**src/rtl/infix_precedence_accumulator_assert.svh**
```systemverilog
// ----------------------------------------------------------------------------
// Assertion macros for the infix precedence accumulator
// Concurrent checks sampled on clk, disabled while rst_n is low.
// ----------------------------------------------------------------------------
`ifndef INFIX_PRECEDENCE_ACCUMULATOR_ASSERT_SVH
`define INFIX_PRECEDENCE_ACCUMULATOR_ASSERT_SVH

// same-cycle implication
`define IPA_ASSERT_IMP(lbl, ante, cons) \
  lbl: assert property (@(posedge clk) disable iff (!rst_n) (ante) |-> (cons)) \
    else $error("implication check failed");

// next-cycle implication
`define IPA_ASSERT_NXT(lbl, ante, cons) \
  lbl: assert property (@(posedge clk) disable iff (!rst_n) (ante) |=> (cons)) \
    else $error("next-cycle check failed");

`endif

```
**src/rtl/ipa_pkg.sv**
```systemverilog
// ----------------------------------------------------------------------------
// ipa_pkg
// Types and constants shared by the accumulator sequencer and its ALU.
// ----------------------------------------------------------------------------
package ipa_pkg;

  localparam int DATA_W          = 64;
  localparam int VALUE_WIDTH_DEF = 64;
  localparam int FRAC_BITS_DEF   = 32;

  // operator codes; OP_NONE marks an empty operator slot
  typedef enum logic [2:0] {
    OP_ADD  = 3'd0,
    OP_SUB  = 3'd1,
    OP_MUL  = 3'd2,
    OP_DIV  = 3'd3,
    OP_MOD  = 3'd4,
    OP_END  = 3'd5,
    OP_NONE = 3'd7
  } op_t;

  typedef struct packed {
    logic signed [DATA_W-1:0] operand;
    logic [2:0]               opcode;
  } in_item_t;

  typedef struct packed {
    logic signed [DATA_W-1:0] result;
    logic                     zero_divide;
  } out_item_t;

  typedef enum logic [1:0] {
    S_IDLE,
    S_APPLY1,
    S_APPLY2,
    S_FINISH
  } seq_state_t;

  typedef enum logic [2:0] {
    A_IDLE,
    A_MUL,
    A_DIV,
    A_FIX,
    A_DONE
  } alu_state_t;

  typedef struct packed {
    logic start;
    op_t  op;
  } alu_ctl_t;

  typedef struct packed {
    logic done;
    logic div_zero;
  } alu_sts_t;

endpackage

```
**src/rtl/ipa_alu.sv**
```systemverilog
// ----------------------------------------------------------------------------
// ipa_alu
// Shared fixed-point unit: saturating add/sub in one step, shift-add
// multiply over W steps, restoring divide/modulo over W+F steps.
// ----------------------------------------------------------------------------
module ipa_alu #(
  parameter int W = ipa_pkg::VALUE_WIDTH_DEF,
  parameter int F = ipa_pkg::FRAC_BITS_DEF
) (
  input  logic                clk,
  input  logic                rst_n,
  input  ipa_pkg::alu_ctl_t   ctl,
  input  logic signed [W-1:0] a,
  input  logic signed [W-1:0] b,
  output ipa_pkg::alu_sts_t   sts,
  output logic signed [W-1:0] res
);

  localparam int NW   = W + F;
  localparam int MAGW = (2 * W > NW) ? 2 * W : NW;
  localparam int CW   = $clog2(NW + 1);
  localparam logic [W-1:0] VMIN = {1'b1, {(W-1){1'b0}}};
  localparam logic [W-1:0] VMAX = {1'b0, {(W-1){1'b1}}};
  localparam logic [MAGW-1:0] LIM = MAGW'(1) << (W - 1);

  ipa_pkg::alu_state_t st_r, st_nxt;
  ipa_pkg::op_t        op_r, op_nxt;
  logic                neg_r, neg_nxt;
  logic [W-1:0]        x_r, x_nxt;
  logic [2*W-1:0]      p_r, p_nxt;
  logic [W-1:0]        d_r, d_nxt;
  logic [NW-1:0]       n_r, n_nxt;
  logic [W-2:0]        rem_r, rem_nxt;
  logic [MAGW-1:0]     mag_r, mag_nxt;
  logic [W-1:0]        res_r, res_nxt;
  logic                dz_r, dz_nxt;
  logic [CW-1:0]       cnt_r, cnt_nxt;

  logic [W-1:0] mag_a, mag_b;
  logic [W:0]   sum;
  logic [W:0]   macc;
  logic [W-1:0] trial;
  logic [W:0]   diff;

  always_ff @(posedge clk) begin
    if (!rst_n) begin
      st_r <= ipa_pkg::A_IDLE;
      dz_r <= 1'b0;
    end else begin
      st_r <= st_nxt;
      dz_r <= dz_nxt;
    end
    op_r  <= op_nxt;
    neg_r <= neg_nxt;
    x_r   <= x_nxt;
    p_r   <= p_nxt;
    d_r   <= d_nxt;
    n_r   <= n_nxt;
    rem_r <= rem_nxt;
    mag_r <= mag_nxt;
    res_r <= res_nxt;
    cnt_r <= cnt_nxt;
  end

  always_comb begin
    mag_a = a[W-1] ? W'(-a) : W'(a);
    mag_b = b[W-1] ? W'(-b) : W'(b);
    // exact sum or difference, one bit wider
    if (ctl.op == ipa_pkg::OP_SUB) begin
      sum = {a[W-1], a} - {b[W-1], b};
    end else begin
      sum = {a[W-1], a} + {b[W-1], b};
    end
    // multiply step: add multiplicand into the upper half
    macc  = {1'b0, p_r[2*W-1:W]} + (p_r[0] ? {1'b0, x_r} : {(W+1){1'b0}});
    // divide step: trial subtract
    trial = {rem_r, n_r[NW-1]};
    diff  = {1'b0, trial} - {1'b0, d_r};
  end

  always_comb begin
    st_nxt  = st_r;
    op_nxt  = op_r;
    neg_nxt = neg_r;
    x_nxt   = x_r;
    p_nxt   = p_r;
    d_nxt   = d_r;
    n_nxt   = n_r;
    rem_nxt = rem_r;
    mag_nxt = mag_r;
    res_nxt = res_r;
    dz_nxt  = dz_r;
    cnt_nxt = cnt_r;
    sts.done     = 1'b0;
    sts.div_zero = dz_r;

    unique case (st_r)
      ipa_pkg::A_IDLE: begin
        st_nxt = ipa_pkg::A_IDLE;
      end
      ipa_pkg::A_MUL: begin
        p_nxt   = {macc, p_r[W-1:1]};
        cnt_nxt = cnt_r - CW'(1);
        if (cnt_r == CW'(1)) begin
          st_nxt = ipa_pkg::A_FIX;
        end
      end
      ipa_pkg::A_DIV: begin
        if (!diff[W]) begin
          rem_nxt = diff[W-2:0];
        end else begin
          rem_nxt = trial[W-2:0];
        end
        n_nxt   = {n_r[NW-2:0], ~diff[W]};
        cnt_nxt = cnt_r - CW'(1);
        if (cnt_r == CW'(1)) begin
          st_nxt = ipa_pkg::A_FIX;
        end
      end
      ipa_pkg::A_FIX: begin
        // pick magnitude, then saturate into W bits
        if (op_r == ipa_pkg::OP_MUL) begin
          mag_nxt = MAGW'(p_r >> F);
        end else if (op_r == ipa_pkg::OP_DIV) begin
          mag_nxt = MAGW'(n_r);
        end else begin
          mag_nxt = MAGW'(rem_r);
        end
        st_nxt = ipa_pkg::A_DONE;
        if (neg_r) begin
          res_nxt = (mag_nxt > LIM) ? VMIN : W'(-mag_nxt[W-1:0]);
        end else begin
          res_nxt = (mag_nxt >= LIM) ? VMAX : mag_nxt[W-1:0];
        end
      end
      ipa_pkg::A_DONE: begin
        sts.done = 1'b1;
        st_nxt   = ipa_pkg::A_IDLE;
      end
      default: begin
        st_nxt = ipa_pkg::A_IDLE;
      end
    endcase

    // a new operation starts from idle or right on the done cycle
    if (ctl.start && (st_r == ipa_pkg::A_IDLE || st_r == ipa_pkg::A_DONE)) begin
      op_nxt = ctl.op;
      dz_nxt = 1'b0;
      case (ctl.op)
        ipa_pkg::OP_ADD, ipa_pkg::OP_SUB: begin
          res_nxt = (sum[W] != sum[W-1]) ? (sum[W] ? VMIN : VMAX) : sum[W-1:0];
          st_nxt  = ipa_pkg::A_DONE;
        end
        ipa_pkg::OP_MUL: begin
          neg_nxt = a[W-1] ^ b[W-1];
          x_nxt   = mag_a;
          p_nxt   = {{W{1'b0}}, mag_b};
          cnt_nxt = CW'(W);
          st_nxt  = ipa_pkg::A_MUL;
        end
        ipa_pkg::OP_DIV, ipa_pkg::OP_MOD: begin
          neg_nxt = (ctl.op == ipa_pkg::OP_DIV) ? (a[W-1] ^ b[W-1]) : a[W-1];
          d_nxt   = mag_b;
          rem_nxt = '0;
          n_nxt   = NW'(mag_a) << ((ctl.op == ipa_pkg::OP_DIV) ? F : 0);
          cnt_nxt = CW'(NW);
          if (mag_b == '0) begin
            // zero divisor: result 0, raise the flag
            res_nxt = '0;
            dz_nxt  = 1'b1;
            st_nxt  = ipa_pkg::A_DONE;
          end else begin
            st_nxt = ipa_pkg::A_DIV;
          end
        end
        default: begin
          res_nxt = '0;
          st_nxt  = ipa_pkg::A_DONE;
        end
      endcase
    end
  end

  assign res = res_r;

endmodule

```
**src/rtl/infix_precedence_accumulator.sv**
```systemverilog
// ----------------------------------------------------------------------------
// infix_precedence_accumulator
// Two-level precedence infix evaluator over a stream of operand/operator
// items, saturating signed fixed point, one shared iterative ALU.
// ----------------------------------------------------------------------------
//  channel | direction | handshake            | payload
//  in_     | input     | in_valid / in_ready   | in_data  (operand, opcode)
//  out_    | output    | out_valid / out_ready | out_data (result, zero_divide)
//
// An item runs zero, one or two ALU operations; ready is low meanwhile.
// Add/sub run in one ALU step; multiply and divide/modulo (Q32.32 by default)
// iterate in the radix-2 loop of the shared ALU; an item costs up to two ALU operations.
// Reset (rst_n low, synchronous) empties the expression and the result slot.
// An end item waits until the result register is free; out_ready stalls
// back-pressure only that final load.
// ----------------------------------------------------------------------------
module infix_precedence_accumulator #(
  parameter int VALUE_WIDTH = ipa_pkg::VALUE_WIDTH_DEF,
  parameter int FRAC_BITS   = ipa_pkg::FRAC_BITS_DEF
) (
  input  logic               clk,
  input  logic               rst_n,
  input  logic               in_valid,
  output logic               in_ready,
  input  ipa_pkg::in_item_t  in_data,
  output logic               out_valid,
  input  logic               out_ready,
  output ipa_pkg::out_item_t out_data
);

  `include "infix_precedence_accumulator_assert.svh"

  localparam int W  = VALUE_WIDTH;
  localparam int DW = ipa_pkg::DATA_W;
  localparam logic signed [DW-1:0] VMAX = (DW'(1) <<< (W - 1)) - DW'(1);
  localparam logic signed [DW-1:0] VMIN = -VMAX - DW'(1);

  ipa_pkg::seq_state_t state_r, state_nxt;
  logic signed [W-1:0] run_r, run_nxt;
  logic signed [W-1:0] held_r, held_nxt;
  ipa_pkg::op_t        pend_r, pend_nxt;
  ipa_pkg::op_t        hop_r, hop_nxt;
  ipa_pkg::op_t        nop_r, nop_nxt;
  logic                end_r, end_nxt;
  logic                err_r, err_nxt;
  logic                out_valid_r, out_valid_nxt;
  ipa_pkg::out_item_t  out_data_r, out_data_nxt;

  ipa_pkg::alu_ctl_t   alu_ctl;
  ipa_pkg::alu_sts_t   alu_sts;
  logic signed [W-1:0] alu_a, alu_b, alu_res;

  ipa_pkg::op_t        in_op, op_eff;
  logic signed [W-1:0] v_sat;
  logic                in_fire, is_end;

  ipa_alu #(.W(W), .F(FRAC_BITS)) u_alu (
    .clk   (clk),
    .rst_n (rst_n),
    .ctl   (alu_ctl),
    .a     (alu_a),
    .b     (alu_b),
    .sts   (alu_sts),
    .res   (alu_res)
  );

  always_ff @(posedge clk) begin
    if (!rst_n) begin
      state_r     <= ipa_pkg::S_IDLE;
      run_r       <= '0;
      held_r      <= '0;
      pend_r      <= ipa_pkg::OP_NONE;
      hop_r       <= ipa_pkg::OP_NONE;
      err_r       <= 1'b0;
      out_valid_r <= 1'b0;
    end else begin
      state_r     <= state_nxt;
      run_r       <= run_nxt;
      held_r      <= held_nxt;
      pend_r      <= pend_nxt;
      hop_r       <= hop_nxt;
      err_r       <= err_nxt;
      out_valid_r <= out_valid_nxt;
    end
    nop_r      <= nop_nxt;
    end_r      <= end_nxt;
    out_data_r <= out_data_nxt;
  end

  // operand clamp to the value range, opcode decode
  always_comb begin
    in_op = ipa_pkg::op_t'(in_data.opcode);
    if (in_data.operand > VMAX) begin
      v_sat = VMAX[W-1:0];
    end else if (in_data.operand < VMIN) begin
      v_sat = VMIN[W-1:0];
    end else begin
      v_sat = in_data.operand[W-1:0];
    end
    is_end = (in_op == ipa_pkg::OP_END);
    op_eff = is_end ? ipa_pkg::OP_ADD : in_op;
  end

  assign in_ready = (state_r == ipa_pkg::S_IDLE);
  assign in_fire  = in_valid && in_ready && (in_data.opcode <= 3'(ipa_pkg::OP_END));

  // sequencer
  always_comb begin
    state_nxt     = state_r;
    run_nxt       = run_r;
    held_nxt      = held_r;
    pend_nxt      = pend_r;
    hop_nxt       = hop_r;
    nop_nxt       = nop_r;
    end_nxt       = end_r;
    err_nxt       = err_r;
    out_valid_nxt = out_valid_r;
    out_data_nxt  = out_data_r;
    alu_ctl.start = 1'b0;
    alu_ctl.op    = pend_r;
    alu_a         = run_r;
    alu_b         = v_sat;

    if (out_valid_r && out_ready) begin
      out_valid_nxt = 1'b0;
    end

    unique case (state_r)
      ipa_pkg::S_IDLE: begin
        if (in_fire) begin
          nop_nxt = op_eff;
          end_nxt = is_end;
          if (pend_r == ipa_pkg::OP_NONE) begin
            run_nxt   = v_sat;
            pend_nxt  = op_eff;
            state_nxt = is_end ? ipa_pkg::S_FINISH : ipa_pkg::S_IDLE;
          end else if (op_eff == ipa_pkg::OP_ADD || op_eff == ipa_pkg::OP_SUB ||
                       pend_r == ipa_pkg::OP_MUL || pend_r == ipa_pkg::OP_DIV ||
                       pend_r == ipa_pkg::OP_MOD || hop_r != ipa_pkg::OP_NONE) begin
            alu_ctl.start = 1'b1;
            state_nxt     = ipa_pkg::S_APPLY1;
          end else begin
            // start a multiplicative chain, park the additive left side
            held_nxt = run_r;
            hop_nxt  = pend_r;
            run_nxt  = v_sat;
            pend_nxt = op_eff;
          end
        end
      end
      ipa_pkg::S_APPLY1: begin
        alu_ctl.op = hop_r;
        alu_a      = held_r;
        alu_b      = alu_res;
        if (alu_sts.done) begin
          run_nxt  = alu_res;
          pend_nxt = nop_r;
          err_nxt  = err_r | alu_sts.div_zero;
          if ((nop_r == ipa_pkg::OP_ADD || nop_r == ipa_pkg::OP_SUB) &&
              hop_r != ipa_pkg::OP_NONE) begin
            alu_ctl.start = 1'b1;
            state_nxt     = ipa_pkg::S_APPLY2;
          end else begin
            state_nxt = end_r ? ipa_pkg::S_FINISH : ipa_pkg::S_IDLE;
          end
        end
      end
      ipa_pkg::S_APPLY2: begin
        alu_ctl.op = hop_r;
        alu_a      = held_r;
        alu_b      = alu_res;
        if (alu_sts.done) begin
          run_nxt   = alu_res;
          hop_nxt   = ipa_pkg::OP_NONE;
          err_nxt   = err_r | alu_sts.div_zero;
          state_nxt = end_r ? ipa_pkg::S_FINISH : ipa_pkg::S_IDLE;
        end
      end
      ipa_pkg::S_FINISH: begin
        // load the result slot once free, then clear the expression
        if (!out_valid_r || out_ready) begin
          out_valid_nxt            = 1'b1;
          out_data_nxt.result      = DW'(run_r);
          out_data_nxt.zero_divide = err_r;
          run_nxt   = '0;
          held_nxt  = '0;
          pend_nxt  = ipa_pkg::OP_NONE;
          hop_nxt   = ipa_pkg::OP_NONE;
          err_nxt   = 1'b0;
          state_nxt = ipa_pkg::S_IDLE;
        end
      end
      default: begin
        state_nxt = ipa_pkg::S_IDLE;
      end
    endcase
  end

  assign out_valid = out_valid_r;
  assign out_data  = out_data_r;

  // ALU results only arrive while an operation is outstanding
  `IPA_ASSERT_IMP(a_done_in_apply, alu_sts.done,
                  state_r == ipa_pkg::S_APPLY1 || state_r == ipa_pkg::S_APPLY2)
  // a held operator always has a pending one behind it
  `IPA_ASSERT_IMP(a_held_has_pend, hop_r != ipa_pkg::OP_NONE, pend_r != ipa_pkg::OP_NONE)
  // second operation only applies a held operator
  `IPA_ASSERT_IMP(a_apply2_held, state_r == ipa_pkg::S_APPLY2, hop_r != ipa_pkg::OP_NONE)
  // finishing with a free slot presents a result next cycle
  `IPA_ASSERT_NXT(a_finish_loads, state_r == ipa_pkg::S_FINISH && (!out_valid_r || out_ready),
                  out_valid && state_r == ipa_pkg::S_IDLE)

endmodule

```
**config.mk**
```make
export PLATFORM = sky130hd
export DESIGN_NAME = infix_precedence_accumulator
export DESIGN_NICKNAME = d
export VERILOG_FILES = /design/src/rtl/ipa_pkg.sv /design/src/rtl/ipa_alu.sv /design/src/rtl/infix_precedence_accumulator.sv
export VERILOG_INCLUDE_DIRS = /design/src /design/src/rtl
export SDC_FILE = /design/constraint.sdc
export NUM_CORES = 2
export LEC_CHECK = 0
export ABC_AREA = 0
export BUFFER_PORTS_ARGS = -buffer_cell sky130_fd_sc_hd__buf_2
export CAP_MARGIN = 20
export CELL_PAD_IN_SITES_DETAIL_PLACEMENT = 0
export CELL_PAD_IN_SITES_GLOBAL_PLACEMENT = 1
export CORE_MARGIN = 3
export CORE_UTILIZATION = 33
export DETAILED_ROUTE_END_ITERATION = 16
export PLACE_DENSITY = 0.57
export SYNTH_ARGS = -nofsm -noshare
export SYNTH_HDL_FRONTEND = slang
export SYNTH_SLANG_ARGS = --single-unit
```
**constraint.sdc**
```tcl
create_clock -name clk -period 10.4 [get_ports clk]
set_clock_uncertainty 0.2 [all_clocks]
set_input_delay 0.52 -clock clk [delete_from_list [all_inputs] [get_ports clk]]
set_output_delay 0.52 -clock clk [all_outputs]
set_load 0.03 [all_outputs]
```
==> impl_metrics.yaml <==
outcome:
  status: "finished clean"
synth:
  syn-num-nets: 6327
  synthArstFlopShare_pct: 0
  synth_cells: 6050
  ys_ff_latch: 701
  netlist_area_um2: 48600
  yosys_most_used_dff: "dfxtp_1"
  synth-seq-area-share_pct: 33.0
  synth-edff-count: 201
  yosysWarnings: 0
  yosysUniqueCellTypes: 97
  syn_avg_cell_area_um2: 8.03
placement:
  hpwlAfterDp_mm: 166
  portBuffers: 137
  gp_congestion: 0.928
critical_path:
  crit_top_cell: "buf_4"
  path_delay_family: "simple AND/OR/NAND/NOR gates"
  cp_data_required_time_ns: 10.83
  slowest_delay_ns: 0.81
  worst-path-buf-inv: 4
  start_kind: "register"
  critPathMaxFanout: 42
  crit_type: "register to register"
  slowest_stage: "xnor2_4"
  critPathCaptureType: "register"
  cp.arrival_ns: 9.64
detailed_routing:
  route.vias.total: 45600
  wirelength_mm: 213
  first_iter_violations: 4156
  wire_per_inst_um: 26.7
  ant_nets: 0
  drc: 0
  viasPerCell: 5.71
  first_pass_iters: 6
clocking:
  cts_resized: 0
  cts_made_buffers: 89
  clockBufferDepth: 3
  root_buffer: "clkbuf_16"
  cts_num_sinks: 701
  cts_tree: "done"
  cts-htree-levels: 3
  path_clk_slew_ns: 0.06
  insertion_delay_ns: 0.72
job:
  cap_violations: 0
global_routing:
  grt-ovfl-total: 0
  grt_start_max_net_pins: 192
  grt_pass1_vias: 42700
  antenna_found_initial: 16
  grt_pass1_wl_mm: 307
  grtUsageTotal_pct: 27.1
floorplanning:
  die_height_um: 390
  start_util_pct: 33.3
  ios: 138
  core_um2: 146000
  fp.dieArea_um2: 152000
  die_x_um: 390
  core.rowCount: 140
sta:
  hold_violations: 0
  slew_violations: 0
  maxSlewHeadroom_pct: 10.6
  hold_slack_ns: 0.0555
  rsz0062_at_grt: "no"
  min_period_ns: 9.21
  tns_ns: 0
  tightest_slew_ns: 1.33
  fin_crit_sh_pct: 88.6
  fmax_mhz: 109
  final-setup-viol-count: 0
cells_and_area:
  num-nets-final: 6274
  fillers: 15300
  area_growth_syn_to_layout_pct: 11.7
  drive_above_1_share_pct: 9.05
hold_path:
  holdCritPathClass: "primary input to register"
==> final timing paths <==
path                      startpoint                endpoint  slack (ns)  cells after the start
max reg2reg  state_r[0]$_SDFFE_PN0P_    u_alu.res[4]$_DFF_P_        1.19                     25
min                      in_data[55]  run_r[52]$_SDFFE_PN0P_        0.06                      3
min reg2reg       err_r$_SDFFE_PN0P_   out_data[0]$_DFFE_PP_        0.24                      0
max          state_r[0]$_SDFFE_PN0P_    u_alu.res[4]$_DFF_P_        1.19                     25
==> through the flow <==
stage	area, um2	utilization, %	instances	setup slack, ns
after floorplan	48600	-	6050	2.98
after detailed placement	51100	35.0	7810	1.35
after global placement	51000	35.0	7806	1.54
after CTS	54200	37.1	7988	1.26
after global routing	54200	37.2	7993	0.627
final	54200	37.2	7997	1.19
==> cell usage after synthesis (all sizes together), types with 30 or more instances <==
cell      n  share of area (%)
nand2   750                5.8
a21oi   585                6.0
nor2    529                4.1
dfxtp   500                 21
o21ai   459                4.7
clkbuf  314                2.4
mux2i   304                6.3
xnor2   226                4.1
inv     211                1.6
ha      203                5.2
edfxtp  201                 12
xor2    142                2.6
a21o    122                1.9
o22ai   112                1.4
nor3    106                1.1
a211oi  102                1.6
a31oi    99                1.3
nand3    99                1.0
and2     97                1.2
mux2     81                1.9
buf      79                1.1
nand3b   71                1.1
nor4     62               0.91
nand4    57               0.75
o21a     38               0.59
and3     37               0.48
o211ai   35               0.54
or3      32               0.41
nand2b   30               0.39
o21bai   30               0.46
==> area by class of cell <==
type / instances / area, um2 / share of cell area (%)
timing repair buffer: 249 / 1650 / 3.04
sequential: 701 / 16000 / 29.6
multi-input combinational: 4744 / 30300 / 55.9
antenna: 6 / 15.0 / 0.0277
clock buffer: 118 / 2470 / 4.55
clock inverter: 50 / 546 / 1.01
tap: 1917 / 2400 / 4.42
inverter: 212 / 801 / 1.48
==> cells in the final DEF (no fill, tap or decap), types with 17 or more instances in the layout <==
master,synthesis,routed
nand2_1,749,748
a21oi_1,584,582
nor2_1,528,526
dfxtp_1,500,499
o21ai_0,446,445
mux2i_1,303,301
xnor2_1,224,211
inv_1,210,209
ha_1,203,201
edfxtp_1,201,201
xor2_1,142,142
buf_2,45,138
a21o_1,122,121
o22ai_1,112,112
nor3_1,104,102
a211oi_1,102,102
nand3_1,99,99
a31oi_1,99,99
and2_1,97,97
clkbuf_16,0,92
buf_4,6,91
mux2_2,79,79
nand3b_1,71,71
nand4_1,56,56
nor4_1,55,54
o21a_1,38,38
and3_1,37,36
o211ai_1,35,35
or3_1,32,31
nand2b_1,30,29
o21bai_1,30,29
o31ai_1,28,28
nor2b_1,28,26
nor3b_1,26,24
a221oi_1,24,24
clkbuf_1,314,19
clkinv_2,0,19
a32oi_1,17,17
a21boi_0,17,17
==> state kept, by name (all words and copies together) (netlist names), 2 cells and up <==
name         flops
run_r           64
u_alu.p_r      128
u_alu.n_r       96
u_alu.res       64
u_alu.rem_r     63
hop_r            3
held_r          64
nop_r            3
u_alu.st_r       3
pend_r           3
u_alu.d_r       64
u_alu.op_r       3
state_r          2
u_alu.x_r       64
u_alu.cnt_r      7
out_data        65
==> tightest hold or removal path, stage by stage <==
cell	delay (ns)
buf_2	0.16
a21oi_1	0.16
a211oi_1	0.08
==> routing by layer <==
layer / part of all wire (%) / wire, um / track usage, % / up-vias
met1: 47 / 100000 / 38.8 / 22200
met4: 2.9 / 6190 / 7.99 / 8
met2: 44 / 94200 / 42.3 / 1449
li1: - / - / - / 21800
met3: 6.0 / 12700 / 3.91 / 257
met5: 0.023 / 48 / 0 / -
==> cells by family (layout without fill, tap and decap cells) <==
logic type	after synthesis	in the layout	share of synthesized area, %
other cells	0	6	0
mux	385	385	8.15
fa+ha+maj	206	206	5.36
buf+inv	605	629	5.12
compound gates	1806	1806	22.6
flops	701	701	33.0
xor+xnor	368	368	6.67
simple gates	1979	1979	19.0
==> timing repair <==
action	in CTS	in global routing
endpoints found under the hold margin	21	0
endpoints found under the setup margin	0	0
setup buffers	0	0
hold buffers	10	0
Power is left out: the tool's default activity adds up to more than one toggle a clock period on the data nets, which glitch-free logic cannot reach.
